**config.mk**
```make
export PLATFORM = sky130hd
export DESIGN_NAME = pfe_front
export DESIGN_NICKNAME = d
export VERILOG_FILES = /design/src/hw/rtl/pfe_pkg.sv /design/src/hw/rtl/pfe_front.sv
export SDC_FILE = /design/constraint.sdc
export NUM_CORES = 1
export LEC_CHECK = 0
export BUFFER_PORTS_ARGS = -buffer_cell sky130_fd_sc_hd__buf_4
export CORE_MARGIN = 3
export CORE_UTILIZATION = 52
export DETAILED_ROUTE_END_ITERATION = 7
export PLACE_DENSITY = 0.79
export SYNTH_ARGS = -nofsm -noshare
export SYNTH_HDL_FRONTEND = slang
export SYNTH_SLANG_ARGS = --single-unit
```
**constraint.sdc**
```tcl
create_clock -name clk -period 10.67 [get_ports clk]
set_input_delay 0.5335 -clock clk [delete_from_list [all_inputs] [get_ports clk]]
set_output_delay 0.5335 -clock clk [all_outputs]
set_load 0.02 [all_outputs]
```
**src/hw/rtl/pfe_pkg.sv**
```systemverilog
// Shared types, constants and the term exponent table of the polynomial evaluation unit.
`default_nettype none

package pfe_pkg;

	localparam int MAX_DEGREE  = 4;
	localparam int NUM_BANKS   = 2;
	localparam int NUM_VARS    = 5;
	localparam int VAR_W       = 24;
	localparam int COEF_W      = 32;
	localparam int FRAC        = 20;
	localparam int OUT_W       = 48;
	localparam int NUM_TERMS   = (MAX_DEGREE + 1) * (MAX_DEGREE + 2) * (MAX_DEGREE + 3) *
		(MAX_DEGREE + 4) * (MAX_DEGREE + 5) / 120;
	localparam int STORE_DEPTH = NUM_BANKS * NUM_TERMS;
	localparam int ADDR_W      = $clog2(STORE_DEPTH);
	localparam int TIDX_W      = $clog2(NUM_TERMS);
	localparam int EXP_W       = $clog2(MAX_DEGREE + 1);
	localparam int PW_W        = FRAC + MAX_DEGREE * (VAR_W - 1 - FRAC) + 2;
	localparam int PPROD_W     = VAR_W + PW_W;
	localparam int PROD_W      = 2 * PW_W;
	localparam int CPROD_W     = COEF_W + PW_W;
	localparam int TERM_W      = CPROD_W - FRAC;
	localparam int ACC_W       = TERM_W + $clog2(NUM_TERMS);
	localparam int PCNT_W      = $clog2(2 * MAX_DEGREE + 1);
	localparam int QDEPTH      = 2;
	localparam int QPTR_W      = $clog2(QDEPTH);
	localparam int QCNT_W      = $clog2(QDEPTH + 1);

	localparam logic ACT_LOAD = 1'b0;
	localparam logic ACT_EVAL = 1'b1;

	localparam logic signed [PW_W-1:0] ONE_Q =
		{{(PW_W - FRAC - 1){1'b0}}, 1'b1, {FRAC{1'b0}}};
	localparam logic signed [OUT_W-1:0] SAT_MAX = {1'b0, {(OUT_W - 1){1'b1}}};
	localparam logic signed [OUT_W-1:0] SAT_MIN = {1'b1, {(OUT_W - 1){1'b0}}};

	typedef logic [NUM_VARS-1:0][VAR_W-1:0] vars_t;
	typedef logic [NUM_VARS-1:0][EXP_W-1:0] exps_t;
	typedef logic [NUM_TERMS-1:0][NUM_VARS-1:0][EXP_W-1:0] exp_tab_t;

	typedef struct packed {
		logic              is_eval;
		logic [ADDR_W-1:0] addr;
		logic [COEF_W-1:0] coef;
		vars_t             vars;
	} pfe_item_t;

	typedef struct packed {
		logic  start;
		vars_t vars;
	} pfe_cmd_t;

	typedef struct packed {
		logic  valid;
		logic  last;
		exps_t exps;
	} pfe_term_t;

	typedef struct packed {
		logic idle;
		logic pow_done;
	} pfe_stat_t;

	// Terms run by total degree, then by the z, y angle, y, x angle and x exponents.
	function automatic exp_tab_t build_exp_tab();
		exp_tab_t tab;
		int       idx;
		tab = '0;
		idx = 0;
		for (int n = 0; n <= MAX_DEGREE; n++)
			for (int e = 0; e <= n; e++)
				for (int d = 0; d <= n; d++)
					for (int c = 0; c <= n; c++)
						for (int b = 0; b <= n; b++)
							for (int a = 0; a <= n; a++)
								if (a + b + c + d + e == n) begin
									tab[idx][0] = EXP_W'(a);
									tab[idx][1] = EXP_W'(b);
									tab[idx][2] = EXP_W'(c);
									tab[idx][3] = EXP_W'(d);
									tab[idx][4] = EXP_W'(e);
									idx++;
								end
		return tab;
	endfunction

	localparam exp_tab_t EXP_TAB = build_exp_tab();

endpackage

`default_nettype wire

```
**src/hw/rtl/pfe_front.sv**
```systemverilog
// Front end: accepts items, drops loads to missing slots, resolves the bank and queues items.
`default_nettype none

module pfe_front import pfe_pkg::*; (
	input  wire logic                     clk,
	input  wire logic                     arst_n,
	input  wire logic                     start,
	output logic                          busy,
	input  wire logic                     action,
	input  wire logic [7:0]               coef_index,
	input  wire logic signed [COEF_W-1:0] coef_value,
	input  wire logic signed [VAR_W-1:0]  var_x,
	input  wire logic signed [VAR_W-1:0]  var_xp,
	input  wire logic signed [VAR_W-1:0]  var_y,
	input  wire logic signed [VAR_W-1:0]  var_yp,
	input  wire logic signed [VAR_W-1:0]  var_z,
	input  wire logic                     bank,
	output pfe_item_t                     q_head,
	output logic                          q_valid,
	input  wire logic                     q_pop
);

	pfe_item_t         q_mem_q [QDEPTH];
	logic [QPTR_W-1:0] wr_ptr_q;
	logic [QPTR_W-1:0] rd_ptr_q;
	logic [QCNT_W-1:0] cnt_q;
	logic              keep;
	logic              push;
	logic              bank_eff;
	logic [ADDR_W-1:0] eval_base;
	pfe_item_t         item;

	always_comb begin
		busy      = (cnt_q == QCNT_W'(QDEPTH));
		keep      = (action == ACT_EVAL) || (int'(coef_index) < STORE_DEPTH);
		push      = start && !busy && keep;
		bank_eff  = (int'(bank) >= NUM_BANKS) ? 1'(NUM_BANKS - 1) : bank;
		eval_base = ADDR_W'(NUM_TERMS) * ADDR_W'(bank_eff);
		item.is_eval = (action == ACT_EVAL);
		item.addr    = (action == ACT_EVAL) ? eval_base : ADDR_W'(coef_index);
		item.coef    = coef_value;
		item.vars[0] = var_x;
		item.vars[1] = var_xp;
		item.vars[2] = var_y;
		item.vars[3] = var_yp;
		item.vars[4] = var_z;
		q_head  = q_mem_q[rd_ptr_q];
		q_valid = (cnt_q != '0);
	end

	always_ff @(posedge clk) begin
		if (push) begin
			q_mem_q[wr_ptr_q] <= item;
		end
	end

	always_ff @(posedge clk or negedge arst_n) begin
		if (!arst_n) begin
			wr_ptr_q <= '0;
			rd_ptr_q <= '0;
			cnt_q    <= '0;
		end else begin
			if (push) begin
				wr_ptr_q <= (wr_ptr_q == QPTR_W'(QDEPTH - 1)) ? '0 : wr_ptr_q + 1'b1;
			end
			if (q_pop) begin
				rd_ptr_q <= (rd_ptr_q == QPTR_W'(QDEPTH - 1)) ? '0 : rd_ptr_q + 1'b1;
			end
			cnt_q <= cnt_q + QCNT_W'(push) - QCNT_W'(q_pop);
		end
	end

endmodule

`default_nettype wire

```
==> results of run 1 <==
==> report_power, final <==
part / total [uW] / switching (uW) / internal (uW)
sequential: 1850 / 93.2 / 1750
combinational: 1660 / 889 / 773
clock: 1000 / 426 / 575
total: 4510 / 1410 / 3100
==> cells in the mapped netlist <==
library cell | instances | share of area (%)
edfxtp_1 | 322 | 79
mux2_2 | 81 | 7.5
mux2_4 | 80 | 9.8
buf_6 | 10 | 0.92
inv_1 | 9 | 0.28
buf_2 | 8 | 0.33
o21ai_0 | 6 | 0.25
dfrtp_1 | 4 | 0.82
xnor2_1 | 3 | 0.22
ha_1 | 2 | 0.20
nor2_1 | 2 | 0.061
nor2b_1 | 2 | 0.10
nand2_1 | 1 | 0.031
nand2b_1 | 1 | 0.051
nand3_1 | 1 | 0.041
nand4b_1 | 1 | 0.072
o211ai_2 | 1 | 0.10
or2_2 | 1 | 0.051
xor2_1 | 1 | 0.072
==> registers in the layout, indices dropped and copies added, names as in the netlist <==
signal,count
cnt_q,2
wr_ptr_q,1
rd_ptr_q,1
q_mem_q,322
==> cell families after synthesis <==
logic type	synth area share [%]
and+or+nand+nor	0.4095
AOI/OAI and AO/OA	0.3481
buffers and inverters	1.525
DFF	79.93
adders and majority gates	0.2047
muxes	17.29
xor gates and xnor gates	0.2867
==> worst max path at each step <==
stage | slack [ps] | endpoint
6_report | 7130 | q_mem_q[0][93]
5_1_grt | 6820 | q_mem_q[0][88]
4_1_cts | 7080 | q_mem_q[0][71]
3_5_place_dp | 6760 | q_mem_q[0][130]
3_3_place_gp | 6780 | q_mem_q[0][133]
2_1_floorplan | 2520 | q_mem_q[0][0]
==> cell type report <==
type	count	area (um^2)	share of cell area, %
multi-input combinational	183	2281	14.32
clock buffer	37	798.3	5.013
clock inverter	18	127.6	0.8015
inverter	9	33.78	0.2122
sequential	326	9773	61.38
timing repair buffer	335	2517	15.81
tap	313	391.6	2.460
==> stage by stage <==
| stage | power [uW] | util [%] | setup WS (ps) | instances |
|---|---|---|---|---|
| after global routing | 4706 | 69.69 | 6823 | 1221 |
| after CTS | 4562 | 69.69 | 7076 | 1221 |
| after detailed placement | 3556 | 65.60 | 6756 | 1165 |
| final | 4511 | 69.69 | 7131 | 1221 |
| after global placement | 3526 | 65.60 | 6780 | 1165 |
| after floorplan | 3003 | - | 2524 | 536 |
==> metal layers <==
layer / vias to the layer above / share of wire, % / track usage, %
met5: - / 0 / 0
met4: 0 / 3.4 / 5.770
met3: 55 / 11 / 8.091
met2: 273 / 49 / 30.78
met1: 2977 / 37 / 21.30
li1: 2821 / - / -
==> timing repair <==
item,4_1_cts,5_1_grt
hold endpoints to repair,4,0
endpoints found under the setup margin,0,0
hold buffers,1,0
buffers inserted,0,0
==> flow_summary.json, run 1 <==
{
  "die_area_um2": 25380,
  "grt_max_degree": 78,
  "drtIter0Drc": 333,
  "power_density_nw_per_um2": 283.3,
  "setup_viol": 0,
  "min_path_type": "input port to register",
  "nets": 1054,
  "worst_setup_path_start_kind": "register",
  "antennaDiodeCount": 0,
  "rrSetupSlack_ps": 7130,
  "min_period_over_period_pct": 33.17,
  "cts_max_path_buffers": 3,
  "path_buf_inv": 2,
  "wl_um": 23910,
  "path_max_fanout": 77,
  "cts_tree": "built",
  "grt.total_usage_pct": 18.31,
  "worst-endpoint-required_ps": 10830,
  "cp.depth": 5,
  "overflow": 0,
  "final_common_cell": "buf_4",
  "rsz0062_at_grt": "no",
  "fin_worst_skew_ps": 6.937,
  "fmax_mhz": 282.5,
  "clkLatencyLatePin_ps": 530,
  "io_buffers": 328,
  "r2r_cells": 5,
  "crit_path_cell_trace": "nand2b_1 > o211ai_2 > nor2_4 > buf_4 > buf_4",
  "syn_avg_cell_area_um2": 22.80,
  "cp_data_arrival_time_ps": 3700,
  "placed_area_um2": 14990,
  "die_w_um": 159.3,
  "grt_pass1_vias": 6715,
  "irDropWorstVdd_uv": 205.9,
  "hold_viol": 0,
  "drv_slew": 0,
  "slowest_stage": "buf_4",
  "clkSlewWorstSetupHoldPaths_ps": 60,
  "cp-end-kind": "register",
  "hold_start": "var_xp[21]",
  "final_cell_mix": "buf_4, edfxtp_1, mux2_2",
  "grt_pass1_wl_um": 36850,
  "hold_end": "q_mem_q[0][45]",
  "core-area_um2": 22850,
  "r2r_start": "cnt_q[1]",
  "whs_path_depth": 1,
  "critPathLaunch": "cnt_q[1]",
  "die-height_um": 159.3,
  "syn_area_um2": 12220,
  "globalplace.congestion": 0.7426,
  "cts_sinks": 326,
  "drc_errors": 0,
  "maxCapViolations": 0,
  "crit_top_cell": "buf_4",
  "io_pins": 329,
  "r2r-end": "q_mem_q[0][93]",
  "setup_tns_ps": 0,
  "cts_buffers": 31,
  "period_needed_ps": 3539,
  "p_leak_uw": 0.006185,
  "ys.warnings.count": 0,
  "max_stage_delay_ps": 930,
  "syn_nets": 704,
  "fillers": 1468,
  "final_area_um2": 15920,
  "ys_seq_elements": 326,
  "worstSetupPathType": "register to register",
  "first_pass_iters": 4,
  "relSlewSlack_pct": 21.44,
  "vias": 6126,
  "hold_ws_ps": 178.0,
  "hpwlAfterDp_um": 16330,
  "synth_cell_types": 19,
  "root_buffer": "clkbuf_16",
  "start_util_pct": 53.49,
  "status": "completed",
  "rows": 55,
  "cp_top_family": "buffers and inverters",
  "cts-resized-gates": 0,
  "antenna_found_initial": 0,
  "drive_above_1_share_pct": 59.36,
  "worstMarginPinSlew_ps": 1176,
  "yosysSeqAreaShare_pct": 79.93,
  "syn_to_final_growth_pct": 30.28,
  "ant_nets": 0,
  "route.detailed.wl_per_inst_um": 19.58,
  "syn_inst": 536,
  "via_per_inst": 5.017,
  "h-tree-depth": 1
}
Note: power is estimated with default switching activity, not from simulation.
==> inputs of run 2 (changes only) <==
==> constraint.sdc (replaced) <==
create_clock -name clk -period 3.6 [get_ports clk]
set_input_delay 0.18 -clock clk [delete_from_list [all_inputs] [get_ports clk]]
set_output_delay 0.18 -clock clk [all_outputs]
set_load 0.02 [all_outputs]
==> flow_summary.json, run 2 (synthesis results as in run 1) <==
{
  "cp_top_family": "flip-flops",
  "grt_pass1_wl_um": 44880,
  "drtIter0Drc": 421,
  "path_buf_inv": 2,
  "final_common_cell": "buf_4",
  "top_register": "q_mem_q",
  "antenna_found_initial": 2,
  "wl_met2_um": 15130,
  "hold_viol": 0,
  "status": "completed",
  "finalPower_uw": 14150,
  "die-height_um": 159.3,
  "cts_tree": "built",
  "ant_nets": 0,
  "reg_top3": "q_mem_q: 322 flops, cnt_q: 2 flops",
  "cp_data_arrival_time_ps": 2360,
  "worstMarginPinSlew_ps": 943.9,
  "max_stage_delay_ps": 760,
  "worst_setup_path_start_kind": "register",
  "fin_worst_skew_ps": 14.66,
  "period_needed_ps": 2541,
  "fmax_mhz": 393.5,
  "clkLatencyLatePin_ps": 490,
  "die_w_um": 159.3,
  "start_util_pct": 53.49,
  "io_pins": 329,
  "met3WireLength_um": 2189,
  "routedLengthMet1_um": 11070,
  "setup_viol": 0,
  "via_per_inst": 5.040,
  "irDropWorstVdd_uv": 631.0,
  "worst-endpoint-required_ps": 3420,
  "min_period_over_period_pct": 70.58,
  "core-area_um2": 22850,
  "cts_buffers": 35,
  "overflow": 0,
  "final_cell_mix": "buf_4, edfxtp_1, dlygate4sd3_1",
  "route.detailed.wl_per_inst_um": 21.04,
  "cts-resized-gates": 0,
  "relSlewSlack_pct": 37.07,
  "cts_sinks": 326,
  "path_max_fanout": 78,
  "top_layer_used": "met5",
  "root_buffer": "clkbuf_16",
  "clkSlewWorstSetupHoldPaths_ps": 60,
  "power_density_nw_per_um2": 798.9,
  "setup_tns_ps": 0,
  "drc_errors": 0,
  "worstSetupPathType": "register to primary output",
  "r2r_start": "cnt_q[1]",
  "grt_max_degree": 93,
  "globalplace.congestion": 0.7577,
  "die_area_um2": 25380,
  "io_buffers": 328,
  "crit_path_cell_trace": "buf_12 > mux2_2 > buf_4",
  "slowest_stage": "dfrtp_4",
  "syn_to_final_growth_pct": 44.89,
  "grt.total_usage_pct": 22.66,
  "first_pass_iters": 4,
  "wl_um": 29040,
  "cts_max_path_buffers": 3,
  "drive_above_1_share_pct": 51.59,
  "grt_pass1_vias": 7708,
  "min_path_type": "input port to async pin",
  "p_leak_uw": 0.006936,
  "cp-end-kind": "primary output",
  "critPathLaunch": "rd_ptr_q",
  "h-tree-depth": 2,
  "vias": 6955,
  "maxCapViolations": 0,
  "rsz0062_at_grt": "no",
  "hpwlAfterDp_um": 16350,
  "nets": 1212,
  "rows": 55,
  "largest_register_ffs": 322,
  "drv_slew": 0
}
[run 2: cell count changes in the layout (fill, tap and decap cells not counted)]
cell / previous run / this run
clkinv_1: 10 / 4
clkbuf_1: 6 / 5
clkbuf_16: 31 / 37
clkinv_4: 0 / 1
buf_4: 334 / 329
buf_12: 0 / 5
dlygate4sd3_1: 1 / 155
clkbuf_8: 0 / 2
inv_8: 0 / 1
diode_2: 0 / 1
clkinvlp_4: 0 / 1
[run 2: timing repair]
| item | in CTS | in global routing |
|---|---|---|
| endpoints found under the hold margin | 311 | 0 |
| buffers inserted | 0 | 0 |
| hold buffers | 155 | 0 |
[run 2: path summary, 6_finish.rpt]
| check | end | slack (ps) | cells after the start |
|---|---|---|---|
| hold / removal | cnt_q[0] | 50 | 2 |
| setup reg to reg | q_mem_q[1][132] | 1560 | 4 |
| min in group clk | q_mem_q[0][159] | 50 | 2 |
| max in group asynchronous | rd_ptr_q | 3430 | 2 |
| hold reg to reg | cnt_q[1] | 500 | 1 |
| setup / recovery | q_head[16] | 1060 | 3 |
[run 2: final cells by class]
class,instances,area [um^2]
fillers,1232,5139
well taps,313,391.6
clock inverters,15,132.6
clock buffers,44,972.2
flip-flops and latches,326,9773
inverters,9,33.78
repair buffers,489,4121
multi-input cells,183,2281
diodes,1,2.502
[run 2: routing by layer]
layer / track usage [%] / vias to the layer above
met3: 6.270 / 60
met5: 0 / -
met1: 27.30 / 3446
met4: 6.287 / 2
met2: 40.32 / 316
li1: - / 3131
[run 2: worst register-to-register path: cells and delay by family, from the launching register on]
| kind | cells | cell delay (ps) |
|---|---|---|
| buffers and inverters | 1 | 730 |
| DFF | 1 | 400 |
| and+or+nand+nor | 2 | 280 |
| AOI/OAI and AO/OA | 1 | 180 |
[run 2: metrics by stage]
step / setup slack (ps) / cells / util [%] / hold slack [ps] / instance area (um^2)
after CTS: 1033 / 1379 / 77.50 / 10.28 / 17710
after detailed placement: 1559 / 1165 / 65.87 / -19.44 / 15050
after floorplan: -1674 / 536 / - / -115.6 / 12230
final: 1059 / 1380 / 77.51 / 50.92 / 17710
after global routing: 969.1 / 1380 / 77.51 / 50.99 / 17710
after global placement: 1567 / 1165 / 65.87 / -21.17 / 15050
[run 2: where the power goes]
group	internal [uW]	switching (uW)	total, uW
Sequential	5190	312	5510
Combinational	2440	2770	5210
Clock	2050	1380	3440
Total	9690	4460	14100
==> inputs of run 3 (changes only) <==
--- a/config.mk
+++ b/config.mk
@@ -7,9 +7,9 @@
 export LEC_CHECK = 0
 export BUFFER_PORTS_ARGS = -buffer_cell sky130_fd_sc_hd__buf_4
 export CORE_MARGIN = 3
-export CORE_UTILIZATION = 52
+export CORE_UTILIZATION = 47
 export DETAILED_ROUTE_END_ITERATION = 7
-export PLACE_DENSITY = 0.79
+export PLACE_DENSITY = 0.75
 export SYNTH_ARGS = -nofsm -noshare
 export SYNTH_HDL_FRONTEND = slang
 export SYNTH_SLANG_ARGS = --single-unit
==> constraint.sdc (replaced) <==
create_clock -name clk -period 2.3 [get_ports clk]
set_input_delay 0.115 -clock clk [delete_from_list [all_inputs] [get_ports clk]]
set_output_delay 0.115 -clock clk [all_outputs]
set_load 0.02 [all_outputs]
==> flow_summary.json, run 3 (synthesis results as in run 1) <==
{
  "wl_um": 26720,
  "maxCapViolations": 0,
  "cts_sinks": 326,
  "worst_slack_ps": 196.9,
  "die_w_um": 167.3,
  "cp-end-kind": "primary output",
  "p_leak_uw": 0.007010,
  "drc_errors": 0,
  "crit_path_cell_trace": "buf_12 > mux2_2 > buf_4",
  "root_buffer": "clkbuf_16",
  "drv_slew": 0,
  "cp_data_arrival_time_ps": 1990,
  "route.detailed.wl_per_inst_um": 18.92,
  "path_buf_inv": 2,
  "worst_setup_path_start_kind": "register",
  "min_path_type": "input port to register",
  "multi_input_area_um2": 2290,
  "power.switching_uw": 6919,
  "top_register": "q_mem_q",
  "start_util_pct": 48.12,
  "worstSetupPathType": "register to primary output",
  "ant_nets": 0,
  "pwr-share-clk_pct": 24.4,
  "overflow": 0,
  "worstMarginPinSlew_ps": 516.2,
  "via_per_inst": 4.861,
  "rsz0062_at_grt": "no",
  "final_cell_mix": "buf_4, edfxtp_1, dlygate4sd3_1",
  "seq_power_share_pct": 38.0,
  "drtIter0Drc": 517,
  "regArea_um2": 9773,
  "final_area_um2": 17910,
  "switching_share_pct": 31.01,
  "max_stage_delay_ps": 520,
  "placed_area_um2": 15190,
  "r2r_cells": 4,
  "relSlewSlack_pct": 65.59,
  "die_area_um2": 27970,
  "cts_tree": "built",
  "fmax_mhz": 475.5,
  "period_needed_ps": 2103,
  "hold_ws_ps": 44.47,
  "core-area_um2": 25400,
  "largest_register_ffs": 322,
  "reg_top3": "q_mem_q: 322 flops, cnt_q: 2 flops",
  "status": "completed",
  "clkSlewWorstSetupHoldPaths_ps": 60,
  "slowest_stage": "dfrtp_4",
  "final_core_util_pct": 70.50,
  "cts-resized-gates": 0,
  "h-tree-depth": 2,
  "io_pins": 329,
  "nets": 1222,
  "syn_to_final_growth_pct": 46.52,
  "rrSetupSlack_ps": 560,
  "min_period_over_period_pct": 91.44,
  "antenna_found_initial": 2,
  "cts_max_path_buffers": 3,
  "hpwlAfterDp_um": 15900,
  "p_comb_share_pct": 37.6,
  "hold_viol": 0,
  "first_pass_iters": 5,
  "fillers": 1538,
  "fin_worst_skew_ps": 20.28,
  "r2r_start": "cnt_q[1]",
  "grt_pass1_vias": 7386,
  "io_buffers": 328,
  "worst-endpoint-required_ps": 2180,
  "hold_start": "coef_index[1]",
  "hold_end": "q_mem_q[1][153]",
  "globalplace.congestion": 0.7505,
  "pre_cts_slack_ps": 585.9,
  "final_common_cell": "buf_4",
  "setup_viol": 0,
  "rows": 58,
  "r2r-end": "q_mem_q[0][132]",
  "cts_buffers": 35,
  "grt_max_degree": 84,
  "intPower_uw": 15390,
  "whs_path_depth": 3,
  "setup_tns_ps": 0,
  "die-height_um": 167.3,
  "grt.total_usage_pct": 18.57,
  "cp_top_family": "buffers and inverters",
  "drive_above_1_share_pct": 51.48,
  "grt_pass1_wl_um": 40740,
  "vias": 6864,
  "path_max_fanout": 61,
  "clkLatencyLatePin_ps": 510,
  "power_density_nw_per_um2": 1246,
  "irDropWorstVdd_uv": 923.7
}
==> run 3: cell types whose count changed in the layout (fill, tap and decap cells not counted), moves of 3 or more <==
cell / before / now
buf_12: 5 / 10
clkbuf_1: 5 / 10
dlygate4sd3_1: 155 / 159
inv_6: 0 / 3
==> run 3: what timing repair did <==
action,in CTS,in global routing
buffers inserted,0,0
endpoints found under the hold margin,316,0
hold buffers,159,0
==> run 3: worst max-delay path by stage <==
| stage | start | end | slack [ps] | depth (start not counted) |
|---|---|---|---|---|
| 3_3_place_gp | cnt_q[1] | q_mem_q[0][107] | 630 | 4 |
| 6_report | rd_ptr_q | q_head[26] | 200 | 3 |
| 3_5_place_dp | cnt_q[1] | q_mem_q[0][126] | 590 | 4 |
| 5_1_grt | rd_ptr_q | q_head[45] | 120 | 3 |
| 2_1_floorplan | cnt_q[1] | q_mem_q[0][0] | -1170 | 3 |
| 4_1_cts | rd_ptr_q | q_head[35] | 170 | 3 |
==> run 3: per-stage QoR <==
stage | total power [uW] | instances
6_report | 22310 | 1412
5_1_grt | 23220 | 1411
4_1_cts | 22460 | 1410
3_5_place_dp | 16780 | 1188
3_3_place_gp | 16640 | 1188
2_1_floorplan | 13670 | 536
==> run 3: metal layers <==
layer	vias up	part of all wire, %	global-route usage, %
met4	0	2.5	5.834
li1	3158	-	-
met2	300	51	32.68
met5	-	0	0
met3	51	7.6	4.485
met1	3355	38	22.85
==> run 3: cell type report <==
| cell class | count | area share [%] |
|---|---|---|
| well taps | 330 | 2.306 |
| multi-input cells | 183 | 12.79 |
| inverters | 9 | 0.1887 |
| repair buffers | 499 | 23.84 |
| clock buffers | 45 | 5.101 |
| diodes | 2 | 0.02795 |
| flip-flops and latches | 326 | 54.58 |
| clock inverters | 18 | 1.174 |
==> run 3: worst reg2reg max path, stage by stage (launching register included) <==
cell and delay, ps:
dfrtp_1 420, nand2b_1 160, o211ai_4 140, nor2_4 190, buf_12 380
==> run 3: power groups by stage <==
stage | sequential [uW] | combinational [uW] | clock, uW
6_report | 8470 | 8400 | 5440
2_1_floorplan | 8540 | 5130 | 0
4_1_cts | 8450 | 8450 | 5560
3_3_place_gp | 8490 | 8150 | 0
3_5_place_dp | 8570 | 8210 | 0
5_1_grt | 8580 | 8840 | 5810
